==> src/rtl/core/bgr24_preview_mono_upscale2x_defines.svh <==
// Assertion helpers shared by the core RTL.
`ifndef BGR24_PREVIEW_MONO_UPSCALE2X_DEFINES_SVH
`define BGR24_PREVIEW_MONO_UPSCALE2X_DEFINES_SVH

// Same-cycle implication, checked outside reset.
`define BPMU_ASSERT_NOW(label, clk, rst_n, ante, cons) \
    label: assert property (@(posedge clk) disable iff (!(rst_n)) (ante) |-> (cons)) \
        else $error("bpmu same-cycle check failed");

// Next-cycle implication, checked outside reset.
`define BPMU_ASSERT_NEXT(label, clk, rst_n, ante, cons) \
    label: assert property (@(posedge clk) disable iff (!(rst_n)) (ante) |=> (cons)) \
        else $error("bpmu next-cycle check failed");

`endif

==> src/rtl/core/bpmu_pkg.sv <==
package bpmu_pkg;

    localparam int IMG_WIDTH      = 128;
    localparam int IMG_HEIGHT     = 128;
    localparam int CHUNK_PIXELS   = 16;
    localparam int CHUNKS_PER_ROW = IMG_WIDTH / CHUNK_PIXELS;

    localparam int PIX_W = (CHUNK_PIXELS > 1) ? $clog2(CHUNK_PIXELS) : 1;
    localparam int CHK_W = (CHUNKS_PER_ROW > 1) ? $clog2(CHUNKS_PER_ROW) : 1;
    localparam int ROW_W = (IMG_HEIGHT > 1) ? $clog2(IMG_HEIGHT) : 1;
    localparam int ADDR_W = PIX_W + 1;
    localparam int MEM_DEPTH = 2 ** ADDR_W;

    localparam logic [PIX_W-1:0] LAST_POS   = PIX_W'(CHUNK_PIXELS - 1);
    localparam logic [CHK_W-1:0] LAST_CHUNK = CHK_W'(CHUNKS_PER_ROW - 1);
    localparam logic [ROW_W-1:0] LAST_ROW   = ROW_W'(IMG_HEIGHT - 1);

    localparam logic [7:0] THRESHOLD_RESET = 8'd200;

    localparam logic CFG_THRESHOLD  = 1'b0;
    localparam logic CFG_COLOR_MODE = 1'b1;

    localparam logic [15:0] PIX_WHITE = 16'hFFFF;
    localparam logic [15:0] PIX_BLACK = 16'h0000;

    // one finished chunk waiting for its burst
    typedef struct packed {
        logic             bank;
        logic [CHK_W-1:0] chunk;
        logic [ROW_W-1:0] row;
    } t_desc;

    typedef struct packed {
        logic              en;
        logic [ADDR_W-1:0] addr;
        logic [15:0]       data;
    } t_wr_req;

    typedef struct packed {
        logic valid;
        logic bank;
    } t_release;

endpackage

==> src/rtl/core/bgr24_preview_mono_upscale2x.sv <==
// BGR24 to mono/RGB565 converter with 2x upscale. Source pixels arrive in
// raster order, one per request, and are converted on entry (threshold or
// RGB565, using the mode set at that moment) into one of two 16-pixel chunk
// buffers. Completing a chunk queues it for the back end, which emits 64
// results at up to one per cycle: two scanlines, each pixel doubled, with
// last_in_run on the final one. Each input pixel yields four results
// through the single output port; input is taken at one pixel per cycle
// while a free chunk buffer exists, and stalls when both buffers wait for
// their bursts. Chunks are popped only between bursts. The chunk buffers
// hold no defined value after reset and need no clearing pass.
module bgr24_preview_mono_upscale2x (
    input  logic        i_clk,
    input  logic        i_rst_n,
    input  logic        i_cfg_we,
    input  logic        i_cfg_idx,
    input  logic [7:0]  i_cfg_data,
    input  logic        i_valid,
    output logic        o_ready,
    input  logic [7:0]  i_blue,
    input  logic [7:0]  i_green,
    input  logic [7:0]  i_red,
    output logic        o_valid,
    input  logic        i_ready,
    output logic [15:0] o_pixel_color,
    output logic [7:0]  o_out_row,
    output logic [7:0]  o_out_col,
    output logic        o_last_in_run
);
    import bpmu_pkg::*;

    t_wr_req  w_wr;
    logic     w_push;
    t_desc    w_push_desc;
    logic     w_q_valid;
    t_desc    w_q_desc;
    logic     w_pop;
    t_release w_release;

    bpmu_front u_front (
        .i_clk      (i_clk),
        .i_rst_n    (i_rst_n),
        .i_cfg_we   (i_cfg_we),
        .i_cfg_idx  (i_cfg_idx),
        .i_cfg_data (i_cfg_data),
        .i_valid    (i_valid),
        .o_ready    (o_ready),
        .i_blue     (i_blue),
        .i_green    (i_green),
        .i_red      (i_red),
        .o_wr       (w_wr),
        .o_push     (w_push),
        .o_desc     (w_push_desc),
        .i_release  (w_release)
    );

    bpmu_queue u_queue (
        .i_clk   (i_clk),
        .i_rst_n (i_rst_n),
        .i_push  (w_push),
        .i_desc  (w_push_desc),
        .o_valid (w_q_valid),
        .o_desc  (w_q_desc),
        .i_pop   (w_pop)
    );

    bpmu_back u_back (
        .i_clk         (i_clk),
        .i_rst_n       (i_rst_n),
        .i_wr          (w_wr),
        .i_q_valid     (w_q_valid),
        .i_q_desc      (w_q_desc),
        .o_pop         (w_pop),
        .o_release     (w_release),
        .o_valid       (o_valid),
        .i_ready       (i_ready),
        .o_pixel_color (o_pixel_color),
        .o_out_row     (o_out_row),
        .o_out_col     (o_out_col),
        .o_last_in_run (o_last_in_run)
    );

endmodule

==> src/rtl/core/bpmu_front.sv <==
`include "bgr24_preview_mono_upscale2x_defines.svh"

module bpmu_front (
    input  logic               i_clk,
    input  logic               i_rst_n,
    input  logic               i_cfg_we,
    input  logic               i_cfg_idx,
    input  logic [7:0]         i_cfg_data,
    input  logic               i_valid,
    output logic               o_ready,
    input  logic [7:0]         i_blue,
    input  logic [7:0]         i_green,
    input  logic [7:0]         i_red,
    output bpmu_pkg::t_wr_req  o_wr,
    output logic               o_push,
    output bpmu_pkg::t_desc    o_desc,
    input  bpmu_pkg::t_release i_release
);
    import bpmu_pkg::*;

    logic [7:0]       r_threshold;
    logic             r_color_mode;
    logic [PIX_W-1:0] r_pos;
    logic [CHK_W-1:0] r_chunk;
    logic [ROW_W-1:0] r_row;
    logic             r_wr_bank;
    logic [1:0]       r_bank_busy;

    logic             w_accept;
    logic             w_last;
    logic [9:0]       w_sum;
    logic [9:0]       w_limit;
    logic [15:0]      w_pixel;

    assign o_ready  = !r_bank_busy[r_wr_bank];
    assign w_accept = i_valid && o_ready;
    assign w_last   = (r_pos == LAST_POS);

    assign w_sum   = 10'(i_blue) + 10'(i_green) + 10'(i_red);
    assign w_limit = 10'(r_threshold) + {1'b0, r_threshold, 1'b0};

    always_comb begin
        if (r_color_mode) begin
            w_pixel = {i_red[7:3], i_green[7:2], i_blue[7:3]};
        end else if (w_sum > w_limit) begin
            w_pixel = PIX_WHITE;
        end else begin
            w_pixel = PIX_BLACK;
        end
    end

    assign o_wr.en   = w_accept;
    assign o_wr.addr = {r_wr_bank, r_pos};
    assign o_wr.data = w_pixel;

    assign o_push       = w_accept && w_last;
    assign o_desc.bank  = r_wr_bank;
    assign o_desc.chunk = r_chunk;
    assign o_desc.row   = r_row;

    always_ff @(posedge i_clk) begin
        if (!i_rst_n) begin
            r_threshold  <= THRESHOLD_RESET;
            r_color_mode <= 1'b0;
        end else if (i_cfg_we) begin
            case (i_cfg_idx)
                CFG_THRESHOLD:  r_threshold  <= i_cfg_data;
                CFG_COLOR_MODE: r_color_mode <= i_cfg_data[0];
                default:        r_threshold  <= r_threshold;
            endcase
        end
    end

    always_ff @(posedge i_clk) begin
        if (!i_rst_n) begin
            r_pos       <= '0;
            r_chunk     <= '0;
            r_row       <= '0;
            r_wr_bank   <= 1'b0;
            r_bank_busy <= 2'b00;
        end else begin
            if (i_release.valid) begin
                r_bank_busy[i_release.bank] <= 1'b0;
            end
            if (w_accept) begin
                if (w_last) begin
                    // hand the full bank to the back end and switch banks
                    r_pos                  <= '0;
                    r_bank_busy[r_wr_bank] <= 1'b1;
                    r_wr_bank              <= !r_wr_bank;
                    if (r_chunk == LAST_CHUNK) begin
                        r_chunk <= '0;
                        r_row   <= (r_row == LAST_ROW) ? '0 : r_row + 1'b1;
                    end else begin
                        r_chunk <= r_chunk + 1'b1;
                    end
                end else begin
                    r_pos <= r_pos + 1'b1;
                end
            end
        end
    end

    `BPMU_ASSERT_NEXT(a_bank_locked, i_clk, i_rst_n, w_accept && w_last, r_bank_busy[$past(r_wr_bank)])
    `BPMU_ASSERT_NOW(a_no_accept_full, i_clk, i_rst_n, r_bank_busy == 2'b11, !o_ready)

endmodule

==> src/rtl/core/bpmu_queue.sv <==
module bpmu_queue (
    input  logic            i_clk,
    input  logic            i_rst_n,
    input  logic            i_push,
    input  bpmu_pkg::t_desc i_desc,
    output logic            o_valid,
    output bpmu_pkg::t_desc o_desc,
    input  logic            i_pop
);
    import bpmu_pkg::*;

    t_desc      r_slot [2];
    logic       r_wp;
    logic       r_rp;
    logic [1:0] r_cnt;

    assign o_valid = (r_cnt != 2'd0);
    assign o_desc  = r_slot[r_rp];

    always_ff @(posedge i_clk) begin
        if (i_push) begin
            r_slot[r_wp] <= i_desc;
        end
    end

    always_ff @(posedge i_clk) begin
        if (!i_rst_n) begin
            r_wp  <= 1'b0;
            r_rp  <= 1'b0;
            r_cnt <= 2'd0;
        end else begin
            if (i_push) begin
                r_wp <= !r_wp;
            end
            if (i_pop) begin
                r_rp <= !r_rp;
            end
            case ({i_push, i_pop})
                2'b10:   r_cnt <= r_cnt + 2'd1;
                2'b01:   r_cnt <= r_cnt - 2'd1;
                default: r_cnt <= r_cnt;
            endcase
        end
    end

endmodule

==> src/rtl/core/bpmu_back.sv <==
`include "bgr24_preview_mono_upscale2x_defines.svh"

module bpmu_back (
    input  logic               i_clk,
    input  logic               i_rst_n,
    input  bpmu_pkg::t_wr_req  i_wr,
    input  logic               i_q_valid,
    input  bpmu_pkg::t_desc    i_q_desc,
    output logic               o_pop,
    output bpmu_pkg::t_release o_release,
    output logic               o_valid,
    input  logic               i_ready,
    output logic [15:0]        o_pixel_color,
    output logic [7:0]         o_out_row,
    output logic [7:0]         o_out_col,
    output logic               o_last_in_run
);
    import bpmu_pkg::*;

    logic [15:0]      r_mem [MEM_DEPTH];

    // burst sequencer
    logic             r_busy;
    logic             r_bank;
    logic [7:0]       r_col_base;
    logic [ROW_W-1:0] r_row;
    logic             r_scan;
    logic [PIX_W-1:0] r_m;
    logic             r_copy;

    // read stage
    logic             r_s1_valid;
    logic [15:0]      r_rd_data;
    logic [7:0]       r_s1_row;
    logic [7:0]       r_s1_col;
    logic             r_s1_last;

    // output register
    logic             r_out_valid;
    logic [15:0]      r_out_pixel;
    logic [7:0]       r_out_row;
    logic [7:0]       r_out_col;
    logic             r_out_last;

    logic             w_out_free;
    logic             w_s1_move;
    logic             w_load;
    logic             w_m_last;
    logic             w_gen_last;
    logic [7:0]       w_colsum;

    assign w_out_free = !r_out_valid || i_ready;
    assign w_s1_move  = r_s1_valid && w_out_free;
    assign w_load     = r_busy && (!r_s1_valid || w_s1_move);
    assign w_m_last   = (r_m == LAST_POS);
    assign w_gen_last = r_scan && w_m_last && r_copy;
    assign w_colsum   = r_col_base + 8'(r_m);

    assign o_pop           = !r_busy && i_q_valid;
    assign o_release.valid = w_load && w_gen_last;
    assign o_release.bank  = r_bank;

    assign o_valid       = r_out_valid;
    assign o_pixel_color = r_out_pixel;
    assign o_out_row     = r_out_row;
    assign o_out_col     = r_out_col;
    assign o_last_in_run = r_out_last;

    always_ff @(posedge i_clk) begin
        if (i_wr.en) begin
            r_mem[i_wr.addr] <= i_wr.data;
        end
        if (w_load) begin
            r_rd_data <= r_mem[{r_bank, r_m}];
        end
    end

    always_ff @(posedge i_clk) begin
        if (o_pop) begin
            r_bank     <= i_q_desc.bank;
            r_col_base <= 8'(i_q_desc.chunk * CHUNK_PIXELS);
            r_row      <= i_q_desc.row;
        end
        if (w_load) begin
            r_s1_row  <= 8'({r_row, r_scan});
            r_s1_col  <= {w_colsum[6:0], r_copy};
            r_s1_last <= w_gen_last;
        end
        if (w_s1_move) begin
            r_out_pixel <= r_rd_data;
            r_out_row   <= r_s1_row;
            r_out_col   <= r_s1_col;
            r_out_last  <= r_s1_last;
        end
    end

    always_ff @(posedge i_clk) begin
        if (!i_rst_n) begin
            r_busy      <= 1'b0;
            r_scan      <= 1'b0;
            r_m         <= '0;
            r_copy      <= 1'b0;
            r_s1_valid  <= 1'b0;
            r_out_valid <= 1'b0;
        end else begin
            if (o_pop) begin
                r_busy <= 1'b1;
                r_scan <= 1'b0;
                r_m    <= '0;
                r_copy <= 1'b0;
            end else if (w_load) begin
                // advance copy, then pixel, then scanline
                r_copy <= !r_copy;
                if (r_copy) begin
                    if (w_m_last) begin
                        r_m    <= '0;
                        r_scan <= !r_scan;
                        if (r_scan) begin
                            r_busy <= 1'b0;
                        end
                    end else begin
                        r_m <= r_m + 1'b1;
                    end
                end
            end

            if (w_load) begin
                r_s1_valid <= 1'b1;
            end else if (w_s1_move) begin
                r_s1_valid <= 1'b0;
            end

            if (w_s1_move) begin
                r_out_valid <= 1'b1;
            end else if (i_ready) begin
                r_out_valid <= 1'b0;
            end
        end
    end

    `BPMU_ASSERT_NOW(a_last_on_scan1, i_clk, i_rst_n, r_out_valid && r_out_last, r_out_row[0])
    `BPMU_ASSERT_NEXT(a_s1_held, i_clk, i_rst_n, r_s1_valid && !w_out_free, r_s1_valid)
    `BPMU_ASSERT_NEXT(a_burst_ends, i_clk, i_rst_n, w_load && w_gen_last, !r_busy)
    `BPMU_ASSERT_NOW(a_pop_idle, i_clk, i_rst_n, o_pop, !w_load)

endmodule

==> config.mk <==
export PLATFORM = sky130hd
export DESIGN_NAME = bgr24_preview_mono_upscale2x
export DESIGN_NICKNAME = d
export VERILOG_FILES = /design/src/rtl/core/bpmu_pkg.sv /design/src/rtl/core/bgr24_preview_mono_upscale2x.sv /design/src/rtl/core/bpmu_front.sv /design/src/rtl/core/bpmu_queue.sv /design/src/rtl/core/bpmu_back.sv
export VERILOG_INCLUDE_DIRS = /design/src /design/src/rtl/core
export SDC_FILE = /design/constraint.sdc
export NUM_CORES = 1
export LEC_CHECK = 0
export BUFFER_PORTS_ARGS = -buffer_cell sky130_fd_sc_hd__buf_2
export CORE_MARGIN = 4
export CORE_UTILIZATION = 60
export DETAILED_ROUTE_END_ITERATION = 16
export GPL_TIMING_DRIVEN = 1
export PLACE_DENSITY_LB_ADDON = 0.1
export SKIP_LAST_GASP = 1
export SLEW_MARGIN = 20
export SYNTH_ARGS = -nofsm -noshare
export SYNTH_HDL_FRONTEND = slang
export SYNTH_HIERARCHICAL = 1
export SYNTH_SLANG_ARGS = --single-unit
==> constraint.sdc <==
create_clock -name i_clk -period 6.4 [get_ports i_clk]
set_input_delay 1.28 -clock i_clk [delete_from_list [all_inputs] [get_ports i_clk]]
set_output_delay 1.28 -clock i_clk [all_outputs]
set_load 0.05 [all_outputs]
# [After elaboration in Yosys (flattened, before gate mapping)]
# Memory sizes are Yosys's and may differ from the RTL's. A register that Yosys moved wholly into a read port is not among the register bits.
# Index checks and enable logic that the tools add are counted.
[classes] order_cmp=5 reduce_logical=37 add_sub_neg=10 n_eq_ne=6 n_bitwise=5 mux=30
[ops] operator="$mux W16" count=2
[ops] operator="$mux W1" count=17
[ops] operator="$reduce_bool A2 Y1" count=8
[ops] operator="$add A10 B8 Y10" count=1
[ops] operator="$add A8 B9 Y10" count=1
[ops] operator="$gt A10 B10 Y1" count=1
[ops] operator="$logic_and A1 B1 Y1" count=10
[ops] operator="$add A8 B8 Y9" count=1
[ops] operator="$logic_not A1 Y1" count=9
[ops] operator="$add A4 B1 Y4 const B" count=2
[ops] operator="$eq A4 B4 Y1 const B" count=2
[ops] operator="$mux W2" count=4
[ops] operator="$mux W4" count=2
[ops] operator="$reduce_and A2 Y1" count=4
[ops] operator="$add A7 B1 Y7 const B" count=1
[ops] operator="$add A7 B4 Y7" count=1
[ops] operator="$eq A7 B7 Y1 const B" count=1
[ops] operator="$mux W7" count=1
[ops] operator="$reduce_and A3 Y1" count=2
[ops] operator="$lt A1 B2 Y1 const B" count=2
[ops] operator="$pmux W2 S2" count=1
[ops] operator="$reduce_and A4 Y1" count=1
[ops] operator="$add A3 B1 Y3 const B" count=1
[ops] operator="$eq A3 B3 Y1 const B" count=1
[ops] operator="13 further kinds" count=17
[totals] output_inout_bits=35 n_memories=2 ff_bits=89 mem_bits_rw=534
[mem_list] memory="u_back.r_mem" depth=32 word_bits=16 read_ports=1 rd_ports_with_merged_regs=1 write_ports=1 line_no="bpmu_back.sv:20" rtl="logic [15:0] r_mem [MEM_DEPTH];"
[mem_list] memory="u_queue.r_slot" depth=2 word_bits=11 read_ports=1 rd_ports_with_merged_regs=1 write_ports=1 line_no="bpmu_queue.sv:12" rtl="t_desc r_slot [2];"

# [Depth between registers and ports, before layout]
[logic_depth] depth_word=11 depth_mapped=17 ltp_nobuf=16

# [Cells and area by module]
# The synthesis kept the hierarchy.
[modules_own_cells] module="bpmu_back" cells_each=1082 area_each_um2=22542.9 instances=1
[modules_own_cells] module="bpmu_front" cells_each=287 area_each_um2=2303.5 instances=1
[modules_own_cells] module="bpmu_queue" cells_each=55 area_each_um2=999.7 instances=1

# [Worst setup path before layout]
# OpenSTA, ideal clock, no wires.
[synth_timing] path_type="input to register" startpoint="in i_blue[1]" endpoint="mem u_back.r_mem[0][4], data pin" path_buffers=1 path_stages=16 arrival_time_ns=4.733 path_slack_ns=1.275 setup_time_ns=0.392 path_cell_list="inv_1 > fa_1 > inv_1 > ha_1 > fa_1 > a21o_1 > a21oi_1 > o21bai_1 > a21oi_1 > xnor2_1 > ha_1 > a21oi_1 > o21ai_0 > o31ai_2 > buf_2 > nand2_1"
[synth_lines] element="start, declared" line_no="bgr24_preview_mono_upscale2x.sv:19" rtl="input logic [7:0] i_blue,"
[synth_lines] element="end, declared" line_no="bpmu_back.sv:20"

==> impl_metrics.csv <==
group,metric,value,unit
placement,dpl.hpwl,36.4,mm
drt,ant_nets,0,
synthesis,synth.avg_cell_area,18.2,um2
drt,dr.pass1.iters,8,
clock_network,clk_transition_reported_paths,0.06,ns
final_layout,final_util,0.682,
placement,numPortBuffers,72,
clock_network,cts_made_buffers,67,
sta,max_slew_margin,0.191,
final_layout,drive_above_1_share,0.185,
floorplanning,coreArea,42200,um2
worst_setup_path,r2r-start,"u_front/r_threshold[1]$_SDFFE_PN0P_",
synthesis,synth-main-ff-cell,"edfxtp_1",
clock_network,cts_setup_buffers,0,
drt,routed_wl,61.5,mm
pwr,p_sw_frac,0.222,
pwr,seqPwrFrac,0.549,
global_route,grt_pass1_vias,13700,
sta,setup_viol,0,
worst_setup_path,end_kind,"flip-flop",
pwr,comb_power_share,0.075,
sta,hold_viol_final,0,
clock_network,cts_tree,"done",
floorplanning,io_pins,73,
sta,period_share,0.832,
global_route,grt_pass1_wl,90.1,mm
drt,via_count,13800,
drt,wire_per_inst,28.9,um
pwr,power_density,330,nW/um2
synthesis,ys_seq_area_frac,0.741,
global_route,antenna_found_initial,2,
floorplanning,dieHeight,216,um
clock_network,cts.sinks,651,
sta,finalClockSkew,0.0181,ns
sta,timing.hold.ws,0.411,ns
min_path,holdCritPathClass,"reg2reg",
worst_setup_path,startpoint_type,"input pin",
synthesis,synth_area_leader_cell,"edfxtp_1",
pwr,ir_worst_vdd,0.000224,V
synthesis,yosysTopAreaCellShare,0.710,
clock_network,clockBufferDepth,3,
floorplanning,initial_core_util,0.612,
clock_network,cts-hold-fix-buffers,0,
sta,grt_setup_unrepaired,"no",
clock_network,h-tree-depth,3,
pwr,clkPwrFrac,0.376,
placement,dp_cells,2014,
sta,tightest_slew,1.21,ns
floorplanning,die_w,216,um
global_route,grt_start_max_net_pins,74,
worst_setup_path,r2r-end,"u_back/r_mem[10][13]$_DFFE_PP_",
drt,drt_iter0_drc,1770,
final_layout,fin_nets,1624,
worst_setup_path,endpoint,"u_back/r_mem[10][13]$_DFFE_PP_",
sta,drv_slew,0,
worst_setup_path,crit_start,"i_blue[1]",
final_layout,synthToLayoutAreaGrowth,11.3,%
drt,drt-vias-per-instance,6.45,
floorplanning,rows,75,
synthesis,syn-num-nets,1504,
sta,setup_ws,1.08,ns
sta,fmax,0.188,GHz
synthesis,ys_types,54,
worst_setup_path,r2r_slack,2.13,ns
synthesis,synth_seq_cells,651,
sta,fin_crit,5.32,ns
placement,gp_congestion,0.803,
final_layout,final_cell_mix,"edfxtp_1, mux2i_1, buf_2, nand2_1, clkbuf_16",
clock_network,cts_resized,0,
synthesis,synthesis.area,25800,um2
global_route,track_usage,0.267,
worst_setup_path,path_class,"in2reg",
final_layout,fin_cells,2133,
synthesis,synth-edff-count,611,
global_route,grt_overflow,0,
synthesis,async_flop_share,0,
outcome,status,"finished, final reports clean",
drt,drc,0,
pwr,switchingPower,2.10,mW
worst_setup_path,reg2reg_depth,14,
clock_network,clk_latency,0.58,ns
worst_setup_path,path_max_fanout,32,
sta,fin_tns_setup,0,ns
worst_setup_path,worst_ep_required_time,6.48,ns
placement,post-place-ws,0.554,ns
final_layout,final_common_cell,"edfxtp_1",
clock_network,cts-root-buf,"clkbuf_16",
pwr,power_leakage,9.28,nW
pwr,p_int,7.39,mW
synthesis,yosys_warnings,6,
synthesis,synth_cells,1424,
worst_setup_path,arrival,5.40,ns
floorplanning,die_area,46500,um2
synthesis,synth_area_leaders,"edfxtp_1, mux4_2, mux2i_1",
flow_run,cap_violations,0,
==> sequential cells by signal, indices dropped and copies added (netlist names), 2 cells and up, named ones only <==
register              cells
u_front/r_threshold       8
u_back/r_m                4
u_front/r_chunk           3
u_front/r_row             7
u_back/r_s1_col           8
u_back/r_s1_row           8
u_front/r_pos             4
u_back/r_rd_data         16
u_back/r_mem            512
u_back/r_col_base         3
u_back/r_row              7
u_queue/r_cnt             2
u_queue/r_slot           22
u_back/o_out_row          8
u_back/o_pixel_color     16
u_back/o_out_col          8
u_front/r_bank_busy       2
==> metrics by stage <==
stage                     power, mW  cell area (um2)
after floorplan                5.72            25800
after global placement         5.94            26800
after detailed placement       5.99            26800
after CTS                      9.52            28800
after global routing           9.81            28800
final                          9.49            28800
==> cell families (layout without fill, tap and decap cells) <==
group,after synthesis,count (layout),synth area share
flops,651,651,0.741
compound gates,206,206,0.0547
mux,206,206,0.111
simple gates,197,197,0.0363
buf+inv,97,265,0.0251
fa+ha+maj,42,42,0.0232
xor+xnor,25,25,0.00847
other cells,0,2,0
==> final cells by class <==
type                            count  area (um2)
Clock buffer                       90        1820
Timing Repair Buffer              122         768
Sequential cell                   651       19200
Clock inverter                     27         169
Antenna cell                        2        5.00
Inverter                           26        97.6
Tap cell                          539         674
Multi-Input combinational cell    676        6090
Fill cell                        2756       13400
==> critical path: stages <==
cell and delay, ns:
buf_2 0.07, inv_1 0.04, fa_1 0.52, inv_1 0.04
ha_1 0.22, fa_1 0.46, a21o_1 0.18, a21oi_1 0.28
o21bai_1 0.11, a21oi_1 0.20, xnor2_1 0.16, ha_1 0.27
a21oi_1 0.14, o21ai_0 0.10, o31ai_2 0.26, buf_4 0.38
nand2_1 0.67
==> worst min path at each step <==
stage | end | startpoint | slack [ns] | cells past startpoint
after global routing | u_back/r_s1_col[6]$_DFFE_PN_ | u_back/r_col_base[5]$_DFFE_PP_ | 0.42 | 0
after floorplan | u_back/o_last_in_run$_DFFE_PP_ | u_back/r_s1_last$_DFFE_PN_ | 0.40 | 0
after detailed placement | u_back/r_s1_col[6]$_DFFE_PN_ | u_back/r_col_base[5]$_DFFE_PP_ | 0.40 | 0
after CTS | u_back/o_out_col[4]$_DFFE_PP_ | u_back/r_s1_col[4]$_DFFE_PN_ | 0.41 | 0
final | u_back/o_out_col[4]$_DFFE_PP_ | u_back/r_s1_col[4]$_DFFE_PN_ | 0.41 | 0
after global placement | u_back/r_s1_row[5]$_DFFE_PN_ | u_back/r_row[4]$_DFFE_PP_ | 0.40 | 0
==> metal layers <==
metal / track usage / share of wire / vias to the layer above
met5: 0 / 0 / -
li1: - / - / 5925
met4: 0.0945 / 0.034 / 0
met2: 0.435 / 0.49 / 624
met3: 0.0491 / 0.081 / 133
met1: 0.369 / 0.40 / 7068
==> cell usage after synthesis (all sizes together) (3+ instances only) <==
| cell type | number |
|---|---|
| xor2 | 13 |
| fa | 10 |
| nor2 | 52 |
| a21o | 4 |
| mux2 | 11 |
| a22oi | 17 |
| a31oi | 3 |
| or3 | 5 |
| o21ai | 42 |
| o211ai | 3 |
| a211oi | 20 |
| mux2i | 131 |
| dfxtp | 40 |
| a221oi | 32 |
| clkbuf | 22 |
| xnor2 | 12 |
| a21boi | 14 |
| edfxtp | 611 |
| inv | 26 |
| and2 | 9 |
| a21oi | 31 |
| nand2 | 72 |
| o221ai | 16 |
| nand2b | 3 |
| nand3b | 8 |
| mux4 | 64 |
| o21bai | 3 |
| buf | 49 |
| nand4 | 8 |
| nor3 | 3 |
| ha | 32 |
| and3 | 6 |
| nor2b | 9 |
| nand3 | 15 |
| o22ai | 16 |
==> power by group through the flow <==
stage	logic, mW	registers, mW	clock network (mW)
global route	0.791	5.22	3.80
detailed placement	0.692	5.30	0
global placement	0.648	5.29	0
CTS	0.693	5.21	3.62
floorplan	0.445	5.28	0
finish	0.712	5.21	3.56
No activity file was read; power rests on OpenSTA's default activity.
